--- src/hw/rtl/wva_pkg.sv ---
// wind vector averager: shared types, field widths and vane lookup tables
package wva_pkg;

	localparam int TIME_W  = 32;
	localparam int ADC_W   = 10;
	localparam int VEC_W   = 11;
	localparam int SPEED_W = 32;
	localparam int SLOT_W  = 5;
	localparam int DEB_W   = 8;
	localparam int SCALE_W = 16;
	localparam int CNT_W   = 16;
	localparam int CFG_W   = 16;
	localparam int IN_DATA_W  = 48;
	localparam int OUT_DATA_W = 64;
	localparam int VANE_POINTS = 16;

	localparam logic [DEB_W-1:0]   DEBOUNCE_RST = 8'd10;
	localparam logic [SCALE_W-1:0] SCALE_RST    = 16'd1492;

	typedef enum logic {
		CMD_PULSE = 1'b0,
		CMD_TICK  = 1'b1
	} wva_cmd_t;

	typedef enum logic {
		REG_DEBOUNCE    = 1'b0,
		REG_SPEED_SCALE = 1'b1
	} wva_reg_t;

	// ascending thresholds, a sample below limit takes that vector
	localparam logic [ADC_W-1:0] VANE_LIMIT [VANE_POINTS] = '{
		10'd380, 10'd393, 10'd414, 10'd456, 10'd508, 10'd551, 10'd615, 10'd680,
		10'd746, 10'd801, 10'd833, 10'd878, 10'd913, 10'd940, 10'd967, 10'd990
	};

	localparam logic signed [VEC_W-1:0] VANE_X [VANE_POINTS] = '{
		-11'sd924, -11'sd924, -11'sd1000, -11'sd383, -11'sd707, 11'sd382, 11'sd0, -11'sd383,
		-11'sd707, 11'sd924, 11'sd707, 11'sd383, 11'sd0, 11'sd924, 11'sd707, 11'sd1000
	};

	localparam logic signed [VEC_W-1:0] VANE_Y [VANE_POINTS] = '{
		-11'sd383, 11'sd383, 11'sd0, -11'sd924, -11'sd707, -11'sd924, -11'sd1000, 11'sd924,
		11'sd707, -11'sd383, -11'sd707, 11'sd924, 11'sd1000, 11'sd383, 11'sd707, 11'sd0
	};

endpackage

--- src/hw/rtl/wva_div.sv ---
// wind vector averager: window mean by reciprocal multiply, two stages, the second ending in the output register
module wva_div #(
	parameter int WINDOW_SECONDS = 5
) (
	input  logic clk,
	input  logic arst_n,
	input  logic in_valid,
	output logic in_ready,
	input  logic signed [$clog2(1000*WINDOW_SECONDS+1):0] sum_x,
	input  logic signed [$clog2(1000*WINDOW_SECONDS+1):0] sum_y,
	input  logic [32+$clog2(WINDOW_SECONDS)-1:0] sum_speed,
	input  logic [wva_pkg::SLOT_W-1:0] slot_in,
	output logic out_valid,
	input  logic out_ready,
	output logic signed [wva_pkg::VEC_W-1:0] avg_x,
	output logic signed [wva_pkg::VEC_W-1:0] avg_y,
	output logic [wva_pkg::SPEED_W-1:0] avg_speed,
	output logic [wva_pkg::SLOT_W-1:0] slot_out
);
	import wva_pkg::*;

	localparam int L        = $clog2(WINDOW_SECONDS);
	localparam int XY_N     = $clog2(1000*WINDOW_SECONDS+1);
	localparam int XY_SUM_W = XY_N + 1;
	localparam int XY_K     = XY_N + L;
	localparam int XY_P_W   = 2*XY_N + 1;
	localparam longint unsigned XY_M =
		((64'd1 << XY_K) + 64'(WINDOW_SECONDS) - 64'd1) / 64'(WINDOW_SECONDS);
	localparam int SPD_SUM_W = 32 + L;
	localparam int DN        = 16 + L;
	localparam int SP_K      = DN + L;
	localparam int SP_P_W    = 2*DN + 1;
	localparam longint unsigned SP_M =
		((64'd1 << SP_K) + 64'(WINDOW_SECONDS) - 64'd1) / 64'(WINDOW_SECONDS);
	localparam int HALF_W = 16;

	logic                   v_s3;
	logic                   neg_x_s3, neg_y_s3;
	logic [VEC_W-1:0]       qx_s3, qy_s3;
	logic [HALF_W-1:0]      qh_s3;
	logic [DN-1:0]          nhi_s3;
	logic [HALF_W-1:0]      nlo_s3;
	logic [SLOT_W-1:0]      slot_s3;

	logic                   out_valid_q;
	logic signed [VEC_W-1:0] avg_x_q, avg_y_q;
	logic [HALF_W-1:0]      spd_hi_q, spd_lo_q;
	logic [SLOT_W-1:0]      slot_q;

	logic                   rdy_out, rdy_s3;
	logic [XY_SUM_W-1:0]    abs_x, abs_y;
	logic [XY_P_W-1:0]      prod_x, prod_y;
	logic [SP_P_W-1:0]      prod_hi, prod_lo;
	logic [DN-1:0]          n_hi, rem, t_lo;
	logic [VEC_W-1:0]       fx, fy;

	assign rdy_out  = !out_valid_q || out_ready;
	assign rdy_s3   = !v_s3 || rdy_out;
	assign in_ready = rdy_s3;

	// first stage: magnitudes and upper quotient half
	always_comb begin
		abs_x   = sum_x[XY_SUM_W-1] ? XY_SUM_W'(-sum_x) : XY_SUM_W'(sum_x);
		abs_y   = sum_y[XY_SUM_W-1] ? XY_SUM_W'(-sum_y) : XY_SUM_W'(sum_y);
		prod_x  = XY_P_W'(abs_x[XY_N-1:0]) * XY_P_W'(XY_M);
		prod_y  = XY_P_W'(abs_y[XY_N-1:0]) * XY_P_W'(XY_M);
		n_hi    = sum_speed[SPD_SUM_W-1:HALF_W];
		prod_hi = SP_P_W'(n_hi) * SP_P_W'(SP_M);
	end

	// second stage: remainder folds into the lower half
	always_comb begin
		rem     = nhi_s3 - DN'(DN'(qh_s3) * DN'(WINDOW_SECONDS));
		t_lo    = (rem << HALF_W) | DN'(nlo_s3);
		prod_lo = SP_P_W'(t_lo) * SP_P_W'(SP_M);
		fx      = neg_x_s3 ? VEC_W'(-qx_s3) : qx_s3;
		fy      = neg_y_s3 ? VEC_W'(-qy_s3) : qy_s3;
	end

	always_ff @(posedge clk or negedge arst_n) begin
		if (!arst_n) begin
			v_s3        <= 1'b0;
			out_valid_q <= 1'b0;
		end else begin
			if (rdy_s3)
				v_s3 <= in_valid;
			if (rdy_out)
				out_valid_q <= v_s3;
		end
	end

	always_ff @(posedge clk) begin
		if (rdy_s3 && in_valid) begin
			neg_x_s3 <= sum_x[XY_SUM_W-1];
			neg_y_s3 <= sum_y[XY_SUM_W-1];
			qx_s3    <= prod_x[XY_K +: VEC_W];
			qy_s3    <= prod_y[XY_K +: VEC_W];
			qh_s3    <= prod_hi[SP_K +: HALF_W];
			nhi_s3   <= n_hi;
			nlo_s3   <= sum_speed[HALF_W-1:0];
			slot_s3  <= slot_in;
		end
		if (rdy_out && v_s3) begin
			avg_x_q  <= fx;
			avg_y_q  <= fy;
			spd_hi_q <= qh_s3;
			spd_lo_q <= prod_lo[SP_K +: HALF_W];
			slot_q   <= slot_s3;
		end
	end

	assign out_valid = out_valid_q;
	assign avg_x     = avg_x_q;
	assign avg_y     = avg_y_q;
	assign avg_speed = {spd_hi_q, spd_lo_q};
	assign slot_out  = slot_q;

endmodule

--- src/hw/rtl/wind_vector_averager.sv ---
// wind vector averager: top level with pulse debounce, vane lookup and window sums
// One transaction is accepted per clock while s_tready is high. A pulse event (tuser 0) updates the debounced
// pulse count and gives no output. A tick (tuser 1) maps the vane sample to a unit vector,
// turns the pulse count into a speed with one 16x16 multiply and clears the count; every
// WINDOW_SECONDS ticks the means of x, y and speed appear on the master side after the closing
// tick is accepted: the accepting edge loads the vector and product stage, then come the window
// sums and two reciprocal-multiply stages for the division by WINDOW_SECONDS, the last of them
// being the output register. The slave side stays ready while a finished mean waits; it stalls
// only when a closing tick finds the whole path behind it full.
// Output tdata, from bit 0: avg_x[10:0], avg_y[21:11], avg_speed[53:22],
// history_slot[58:54], zero fill. Registers: index 0 debounce_ms, index 1 speed_scale.
module wind_vector_averager #(
	parameter int WINDOW_SECONDS = 5,
	parameter int HISTORY_SLOTS  = 24
) (
	input  logic clk,
	input  logic arst_n,
	input  logic s_tvalid,
	output logic s_tready,
	input  logic [wva_pkg::IN_DATA_W-1:0] s_tdata,   // time_ms[31:0], vane_adc[41:32], zero fill
	input  logic [0:0] s_tuser,                      // command
	output logic m_tvalid,
	input  logic m_tready,
	output logic [wva_pkg::OUT_DATA_W-1:0] m_tdata,  // avg_x, avg_y, avg_speed, history_slot
	input  logic cfg_valid,
	output logic cfg_ready,
	input  wva_pkg::wva_reg_t cfg_index,
	input  logic [wva_pkg::CFG_W-1:0] cfg_data
);
	import wva_pkg::*;

	localparam int WIN_W     = (WINDOW_SECONDS > 1) ? $clog2(WINDOW_SECONDS) : 1;
	localparam int XY_SUM_W  = $clog2(1000*WINDOW_SECONDS+1) + 1;
	localparam int SPD_SUM_W = 32 + $clog2(WINDOW_SECONDS);
	localparam int PAD_W     = OUT_DATA_W - 2*VEC_W - SPEED_W - SLOT_W;

	logic [DEB_W-1:0]   debounce_q;
	logic [SCALE_W-1:0] speed_scale_q;
	logic [TIME_W-1:0]  last_pulse_q;
	logic [CNT_W-1:0]   pulse_count_q;
	logic [WIN_W-1:0]   win_q;
	logic [SLOT_W-1:0]  slot_q;
	logic signed [XY_SUM_W-1:0] sum_x_q, sum_y_q;
	logic [SPD_SUM_W-1:0] sum_spd_q;

	logic                    v_s1, close_s1;
	logic signed [VEC_W-1:0] x_s1, y_s1;
	logic [SPEED_W-1:0]      speed_s1;
	logic [SLOT_W-1:0]       slot_s1;

	logic                       v_s2;
	logic signed [XY_SUM_W-1:0] sum_x_s2, sum_y_s2;
	logic [SPD_SUM_W-1:0]       sum_spd_s2;
	logic [SLOT_W-1:0]          slot_s2;

	logic                    acc, is_tick, count_pulse, closing;
	logic                    rdy_s1, rdy_s2, div_ready;
	logic [TIME_W-1:0]       time_in, elapsed;
	logic [ADC_W-1:0]        adc_in;
	logic signed [VEC_W-1:0] vec_x, vec_y;
	logic [SPEED_W-1:0]      speed_prod;
	logic signed [XY_SUM_W-1:0] sx_next, sy_next;
	logic [SPD_SUM_W-1:0]    sspd_next;

	logic signed [VEC_W-1:0] avg_x, avg_y;
	logic [SPEED_W-1:0]      avg_speed;
	logic [SLOT_W-1:0]       slot_out;

	assign time_in     = s_tdata[TIME_W-1:0];
	assign adc_in      = s_tdata[TIME_W +: ADC_W];
	assign is_tick     = wva_cmd_t'(s_tuser[0]) == CMD_TICK;
	assign acc         = s_tvalid && s_tready;
	assign elapsed     = time_in - last_pulse_q;
	assign count_pulse = elapsed > TIME_W'(debounce_q);
	assign closing     = win_q == WIN_W'(WINDOW_SECONDS - 1);
	assign speed_prod  = SPEED_W'(pulse_count_q) * SPEED_W'(speed_scale_q);

	assign rdy_s2   = !v_s2 || div_ready;
	assign rdy_s1   = !v_s1 || !close_s1 || rdy_s2;
	assign s_tready = rdy_s1;
	assign cfg_ready = 1'b1;

	always_comb begin
		vec_x = '0;
		vec_y = '0;
		for (int i = VANE_POINTS - 1; i >= 0; i--) begin
			if (adc_in < VANE_LIMIT[i]) begin
				vec_x = VANE_X[i];
				vec_y = VANE_Y[i];
			end
		end
	end

	assign sx_next   = sum_x_q + XY_SUM_W'(x_s1);
	assign sy_next   = sum_y_q + XY_SUM_W'(y_s1);
	assign sspd_next = sum_spd_q + SPD_SUM_W'(speed_s1);

	// configuration and per-item state
	always_ff @(posedge clk or negedge arst_n) begin
		if (!arst_n) begin
			debounce_q    <= DEBOUNCE_RST;
			speed_scale_q <= SCALE_RST;
			last_pulse_q  <= '0;
			pulse_count_q <= '0;
			win_q         <= '0;
			slot_q        <= '0;
		end else begin
			if (cfg_valid && cfg_ready) begin
				case (cfg_index)
					REG_DEBOUNCE:    debounce_q    <= cfg_data[DEB_W-1:0];
					REG_SPEED_SCALE: speed_scale_q <= cfg_data[SCALE_W-1:0];
					default: ;
				endcase
			end
			if (acc) begin
				if (!is_tick) begin
					if (count_pulse) begin
						last_pulse_q <= time_in;
						if (pulse_count_q != '1)
							pulse_count_q <= pulse_count_q + CNT_W'(1);
					end
				end else begin
					pulse_count_q <= '0;
					win_q <= closing ? '0 : win_q + WIN_W'(1);
					if (closing)
						slot_q <= (slot_q == SLOT_W'(HISTORY_SLOTS - 1)) ? '0
							: slot_q + SLOT_W'(1);
				end
			end
		end
	end

	// window sums and stage valids
	always_ff @(posedge clk or negedge arst_n) begin
		if (!arst_n) begin
			v_s1      <= 1'b0;
			v_s2      <= 1'b0;
			sum_x_q   <= '0;
			sum_y_q   <= '0;
			sum_spd_q <= '0;
		end else begin
			if (rdy_s1)
				v_s1 <= acc && is_tick;
			if (rdy_s2)
				v_s2 <= v_s1 && close_s1;
			if (v_s1 && rdy_s1) begin
				if (close_s1) begin
					sum_x_q   <= '0;
					sum_y_q   <= '0;
					sum_spd_q <= '0;
				end else begin
					sum_x_q   <= sx_next;
					sum_y_q   <= sy_next;
					sum_spd_q <= sspd_next;
				end
			end
		end
	end

	always_ff @(posedge clk) begin
		if (acc && is_tick) begin
			close_s1 <= closing;
			x_s1     <= vec_x;
			y_s1     <= vec_y;
			speed_s1 <= speed_prod;
			slot_s1  <= slot_q;
		end
		if (rdy_s2 && v_s1 && close_s1) begin
			sum_x_s2   <= sx_next;
			sum_y_s2   <= sy_next;
			sum_spd_s2 <= sspd_next;
			slot_s2    <= slot_s1;
		end
	end

	wva_div #(
		.WINDOW_SECONDS(WINDOW_SECONDS)
	) u_div (
		.clk       (clk),
		.arst_n    (arst_n),
		.in_valid  (v_s2),
		.in_ready  (div_ready),
		.sum_x     (sum_x_s2),
		.sum_y     (sum_y_s2),
		.sum_speed (sum_spd_s2),
		.slot_in   (slot_s2),
		.out_valid (m_tvalid),
		.out_ready (m_tready),
		.avg_x     (avg_x),
		.avg_y     (avg_y),
		.avg_speed (avg_speed),
		.slot_out  (slot_out)
	);

	assign m_tdata = {PAD_W'(0), slot_out, avg_speed, avg_y, avg_x};

	a_slot_range: assert property (@(posedge clk) disable iff (!arst_n)
		m_tvalid |-> ({1'b0, m_tdata[OUT_DATA_W-PAD_W-1 -: SLOT_W]}
			< (SLOT_W+1)'(HISTORY_SLOTS)))
		else $error("history slot out of range");

	a_sums_clear: assert property (@(posedge clk) disable iff (!arst_n)
		(v_s1 && close_s1 && rdy_s1) |=> (sum_x_q == '0 && sum_y_q == '0 && sum_spd_q == '0))
		else $error("window sums not cleared after closing tick");

	a_count_clear: assert property (@(posedge clk) disable iff (!arst_n)
		(acc && is_tick) |=> (pulse_count_q == '0))
		else $error("pulse count not cleared by tick");

	a_s2_hold: assert property (@(posedge clk) disable iff (!arst_n)
		(v_s2 && !div_ready) |=> (v_s2 && $stable(slot_s2)))
		else $error("window result lost while divider stalled");

endmodule

--- config.mk ---
export PLATFORM = sky130hd
export DESIGN_NAME = wind_vector_averager
export DESIGN_NICKNAME = d
export VERILOG_FILES = /design/src/hw/rtl/wva_pkg.sv /design/src/hw/rtl/wva_div.sv /design/src/hw/rtl/wind_vector_averager.sv
export SDC_FILE = /design/constraint.sdc
export NUM_CORES = 2
export LEC_CHECK = 0
export BUFFER_PORTS_ARGS = -buffer_cell sky130_fd_sc_hd__buf_2
export CAP_MARGIN = 20
export CELL_PAD_IN_SITES_DETAIL_PLACEMENT = 0
export CELL_PAD_IN_SITES_GLOBAL_PLACEMENT = 2
export CORE_MARGIN = 3
export CORE_UTILIZATION = 35
export DETAILED_ROUTE_END_ITERATION = 8
export GPL_TIMING_DRIVEN = 0
export PLACE_DENSITY = 0.7
export SETUP_SLACK_MARGIN = 0.02
export SYNTH_ARGS = -nofsm -noshare
export SYNTH_HDL_FRONTEND = slang
export SYNTH_SLANG_ARGS = --single-unit
--- constraint.sdc ---
create_clock -name clk -period 13.1 [get_ports clk]
set_clock_uncertainty 0.15 [all_clocks]
set_input_delay 2.62 -clock clk [delete_from_list [all_inputs] [get_ports clk]]
set_output_delay 2.62 -clock clk [all_outputs]
set_load 0.005 [all_outputs]
* Word-level counts from Yosys, hierarchy flattened
Cells that the tools add are included.
Widths: inputs -> output; s select.
** Operators by class
- Add/sub/neg operators :: 12
- Multipliers :: 6
- Order comparisons :: 17
- Equality and inequality tests :: 3
- Mux-type cells :: 40
- Bitwise gates (word level) :: 3
- Reductions and logical operators :: 30
** Operators with widths (count)
- $mux 11 :: 21
- $lt 10x10->1 const B :: 11
- $mux 10 :: 8
- $mul 19x20->38 const B :: 2
- $lt 10x9->1 const B :: 5
- $mul 13x12->25 const B :: 2
- $mux 16 :: 3
- $add 35x32->35 :: 1
- $mux 35 :: 1
- $gt 32x8->1 :: 1
- $mul 16x16->32 :: 1
- $sub 32x32->32 :: 1
- $add 14x11->14 :: 2
- $mux 14 :: 2
- $mux 13 :: 2
- $neg 13->13 :: 2
- $neg 11->11 :: 2
- $or 19x16->19 :: 1
- $add 16x1->16 const B :: 1
- $mul 16x3->3 const B :: 1
- $ne 16x16->1 const B :: 1
- $reduce_and 3->1 :: 3
- $logic_and 1x1->1 :: 8
- $mux 7 :: 1
- other kinds (16) :: 28
** Storage, ports and cells
- Register bits :: 398
- Output and inout port bits :: 67

* Logic depth before layout (Yosys ltp)
- Depth in word-level cells :: 15
- Mapped depth :: 27
- Depth with buffers taken out :: 26

* Hierarchy
A second synthesis with hierarchy kept.
** Unflattened totals
- Cells, all modules :: 4262
- Area, all modules :: 43929.6 um2
** Modules (own cells, without submodules)
- wind_vector_averager :: instances 1, cells each 2434, area an instance 23857.9 um2, seq. area each 7422.1 um2
- wva_div :: instances 1, cells each 1828, area an instance 20071.8 um2, seq. area each 3743.6 um2

* Worst setup path after synthesis
No wires, ideal clock.
- Path type :: input -> register
- From :: input port m_tready
- To :: register slot_s2[0] (enable)
- Library setup time :: 0.495 ns
- Data arrival time :: 6.375 ns
- Required time :: 12.455 ns
- Setup slack :: 6.080 ns
- Cell stages on the path :: 7
- Buffers on the path :: 2
- Path through :: nor2b_1 > and3_1 > nand3_1 > nand2_1 > clkbuf_1 > clkbuf_1 > nor2_1
** On the way
- Cells in the longest elaborated chain, start to end :: 5
** Ends and longest elaborated chain
- start, declared :: RTL line wind_vector_averager.sv:23 : input logic m_tready,
- $logic_or 1x1->1 :: RTL line wva_div.sv:57 : assign rdy_out = !out_valid_q || out_ready;
- $logic_or 1x1->1 :: RTL line wva_div.sv:58 : assign rdy_s3 = !v_s3 || rdy_out;
- $logic_or 1x1->1 :: RTL line wind_vector_averager.sv:78 : assign rdy_s2 = !v_s2 || div_ready;
- $logic_and 1x1->1 (2 in series) :: RTL line wind_vector_averager.sv:168 : if (rdy_s2 && v_s1 && close_s1) begin
- end signal, assigned :: RTL line wind_vector_averager.sv:172 : slot_s2 <= slot_s1;
- end, declared :: RTL line wind_vector_averager.sv:54 : logic [SLOT_W-1:0] slot_s2;
No other way between the ends.
A chain may end at the register's enable or synchronous reset.

* Final worst setup path
- From :: register pulse_count_q[10]
- To :: register speed_s1[30], data pin
** On the way
- Cells in the longest elaborated chain, start to end :: 1
** Ends and longest elaborated chain
- start, declared :: RTL line wind_vector_averager.sv:40 : logic [CNT_W-1:0] pulse_count_q;
- start signal, assigned :: RTL line wind_vector_averager.sv:120 : pulse_count_q <= pulse_count_q + CNT_W'(1);
- $mul 16x16->32 :: RTL line wind_vector_averager.sv:76 : assign speed_prod = SPEED_W'(pulse_count_q) * SPEED_W'(speed_scale_q);
- via speed_prod[30] :: RTL line wind_vector_averager.sv:61 : logic [SPEED_W-1:0] speed_prod;
- end signal, assigned :: RTL line wind_vector_averager.sv:165 : speed_s1 <= speed_prod;
- end, declared :: RTL line wind_vector_averager.sv:48 : logic [SPEED_W-1:0] speed_s1;
The timed path passes the listed nets, and every way through them passes these cells.

==> impl_metrics.csv <==
group,metric,value,unit
worst_hold_path,min_path_type,"reg -> reg",
worst_hold_path,min_from,"u_div.qh_s3[9]",
clock_network,clock_path_buffers,3,
worst_hold_path,min_to,"u_div.spd_hi_q[9]",
outcome,status,"complete, no violations",
clock_network,clock-sinks,396,
timing,rsz0062_at_grt,"false",
logic_synthesis,seq_area_frac_synth,0.256,
setup_path,worstPathMaxFanout,10,
setup_path,r2r_slack,4.81,ns
setup_path,cp.required,13.30,ns
logic_synthesis,synth_fa_ha_area_frac,0.411,
job,drv_cap,0,
logic_synthesis,ys_types,85,
logic_synthesis,yosysMostFrequentCell,"inv_1",
route,wl_per_cell,17.0,um
logic_synthesis,netlist_top_cells_count,"inv_1, ha_1, fa_1",
placed_design,place_congestion,0.834,
route,vias,29118,
finish,final_area,48100,um2
route,drc_errors,0,
floorplanning,die_y,359,um
timing,relSlewSlack,0.337,
route,routed_wl,103000,um
floorplanning,start_util,0.355,
floorplanning,ios,138,
timing,layout_min_cycle_time,8.29,ns
logic_synthesis,synth_area_leader_cell,"fa_1",
global_route,gr-total-overflow,0,
clock_network,htreeDepth,2,
logic_synthesis,yosys_warnings,0,
setup_path,rr_endpoint,"speed_s1[30]",
route,via_per_inst,4.78,
timing,setup_viol,0,
finish,stdcell_count,6087,
logic_synthesis,synthesis.area,43600,um2
clock_network,clkLatencyLatePin,0.64,ns
timing,maxSlewViolCount,0,
finish,nets,5629,
logic_synthesis,synth-compound-area-share,0.106,
placed_design,dpl.cell_count,5990,
floorplanning,dieArea,129000,um2
finish,fillers,12269,
finish,drive_above_1_share,0.0653,
worst_hold_path,whs_path_depth,0,
timing,hold_violations,0,
timing,worst_pin_slew,0.995,ns
setup_path,r2r.worst_path.cells,26,
setup_path,arrival,8.50,ns
finish,final_util,0.392,
floorplanning,die_w,359,um
placed_design,portBuffers,122,
placed_design,place_hpwl,84700,um
global_route,grt_pass1_vias,30757,
setup_path,crit_path_frequent_cell,"fa_1",
floorplanning,design.core.area,123000,um2
clock_network,ctsHoldBuffers,0,
logic_synthesis,synth-edff-count,249,
global_route,grt_max_degree,102,
finish,syn_to_final_growth,10.3,%
setup_path,start_kind,"flip-flop",
setup_path,end_kind,"flip-flop",
logic_synthesis,syn_inst,4233,
floorplanning,row_count,128,
logic_synthesis,synth_top_area_frac,0.222,
setup_path,cpPeakStageDelay,0.69,ns
global_route,antenna_found_initial,5,
logic_synthesis,synth_top_family_by_area,"adder cells",
clock_network,cts_root_buf,"clkbuf_16",
logic_synthesis,synthSimpleGateAreaFrac,0.0987,
logic_synthesis,synth_xor_area_frac,0.0408,
setup_path,r2r-start,"pulse_count_q[10]",
clock_network,cts_resized,0,
clock_network,clk_pin_slew_worst_paths,0.06,ns
logic_synthesis,synthFlopType,"edfxtp_1",
timing,timing.final.crit_share,0.633,
clock_network,cts_setup_buffers,0,
setup_path,critPathKind,"reg -> reg",
logic_synthesis,synthTopCellsByArea,"fa_1, ha_1, edfxtp_1, dfrtp_1, inv_1",
timing,max_freq,0.121,GHz
route,drtAntennaViolNets,0,
logic_synthesis,syn_area_per_cell,10.3,um2
logic_synthesis,synth_async_sr_flop_share,0.371,
clock_network,cts_buffers,50,
route,drtIter0Drc,1208,
logic_synthesis,ys_ff_latch,396,
clock_network,cts_tree,"done",
global_route,grtUsageTotal,0.162,
route,first_pass_iters,4,
logic_synthesis,synthMuxAreaShare,0.00760,
setup_path,slowest_stage,"clkbuf_1",
global_route,grt_first_pass_wirelength,169000,um
placed_design,place_area,46400,um2
timing,tns,0,ns
==> cell type report <==
class / count / area [um2] / area share
Antenna cell: 4 / 10.0 / 0.000208
Sequential cell: 396 / 11200 / 0.232
Multi-Input combinational cell: 2928 / 29000 / 0.603
Clock inverter: 32 / 330 / 0.00687
Timing Repair Buffer: 128 / 739 / 0.0154
Buffer: 111 / 470 / 0.00978
Tap cell: 1625 / 2030 / 0.0423
Clock buffer: 61 / 1350 / 0.0281
Inverter: 802 / 3010 / 0.0626
==> worst max-delay path by stage <==
| stage | slack, ns | start | end | depth (start not counted) |
|---|---|---|---|---|
| floorplan | 6.08 | m_tready | slot_s2[0] | 7 |
| global placement | 3.50 | m_tready | sum_spd_s2[22] | 8 |
| finish | 4.81 | pulse_count_q[10] | speed_s1[30] | 26 |
| detailed placement | 4.77 | pulse_count_q[10] | speed_s1[30] | 26 |
| CTS | 4.68 | pulse_count_q[10] | speed_s1[30] | 26 |
| global route | 4.28 | pulse_count_q[12] | speed_s1[30] | 26 |
==> layout by cell type (no fill, tap or decap), types with 55 or more instances in the layout <==
cell type,n
a21o_1,76
a21oi_1,167
and2_1,146
buf_2,125
clkbuf_1,99
dfrtp_1,139
edfxtp_1,249
fa_1,483
ha_1,658
inv_1,802
nand2_1,277
nand3_1,86
nor2_1,120
o21ai_0,116
xnor2_1,148
xor2_1,55
==> layer usage <==
| metal | GRT usage | wire, um | vias up |
|---|---|---|---|
| li1 | - | - | 14559 |
| met1 | 0.234 | 52300 | 14167 |
| met2 | 0.257 | 45800 | 291 |
| met3 | 0.0258 | 3490 | 95 |
| met4 | 0.0296 | 1690 | 6 |
| met5 | 0 | 37 | - |
==> sequential cells by signal, summed over array words and instances (netlist names), 16 cells and up <==
register	count
u_div.spd_hi_q	16
last_pulse_q	32
pulse_count_q	16
sum_spd_s2	35
u_div.qh_s3	16
speed_s1	32
u_div.nlo_s3	16
speed_scale_q	16
u_div.spd_lo_q	16
sum_spd_q	35
==> stage by stage <==
step | hold slack (ns) | worst slack, ns
finish | 0.256 | 4.81
global route | 0.269 | 4.28
CTS | 0.260 | 4.68
detailed placement | 0.255 | 4.77
global placement | 0.250 | 3.50
floorplan | 0.250 | 6.08
==> cell families (layout without fill, tap and decap cells) <==
kind of cell / Yosys count / in the layout
adder cells (fa/ha/maj): 1141 / 1141
buffers and inverters: 913 / 1134
AND/OR/NAND/NOR: 858 / 858
AO/OA/AOI/OAI: 690 / 690
flip-flops: 396 / 396
XOR/XNOR: 203 / 203
multiplexers: 30 / 30
other: 2 / 10
==> critical path: cells and delay by family, from the launching register on <==
kind / cells / cell delay, ns
AND/OR/NAND/NOR: 3 / 0.56
XOR/XNOR: 1 / 0.12
flip-flops: 1 / 0.38
adder cells (fa/ha/maj): 7 / 3.38
AO/OA/AOI/OAI: 8 / 1.94
buffers and inverters: 7 / 1.46
Power is left out: the tool's default activity adds up to more than one toggle a clock period on the data nets, which glitch-free logic cannot reach.
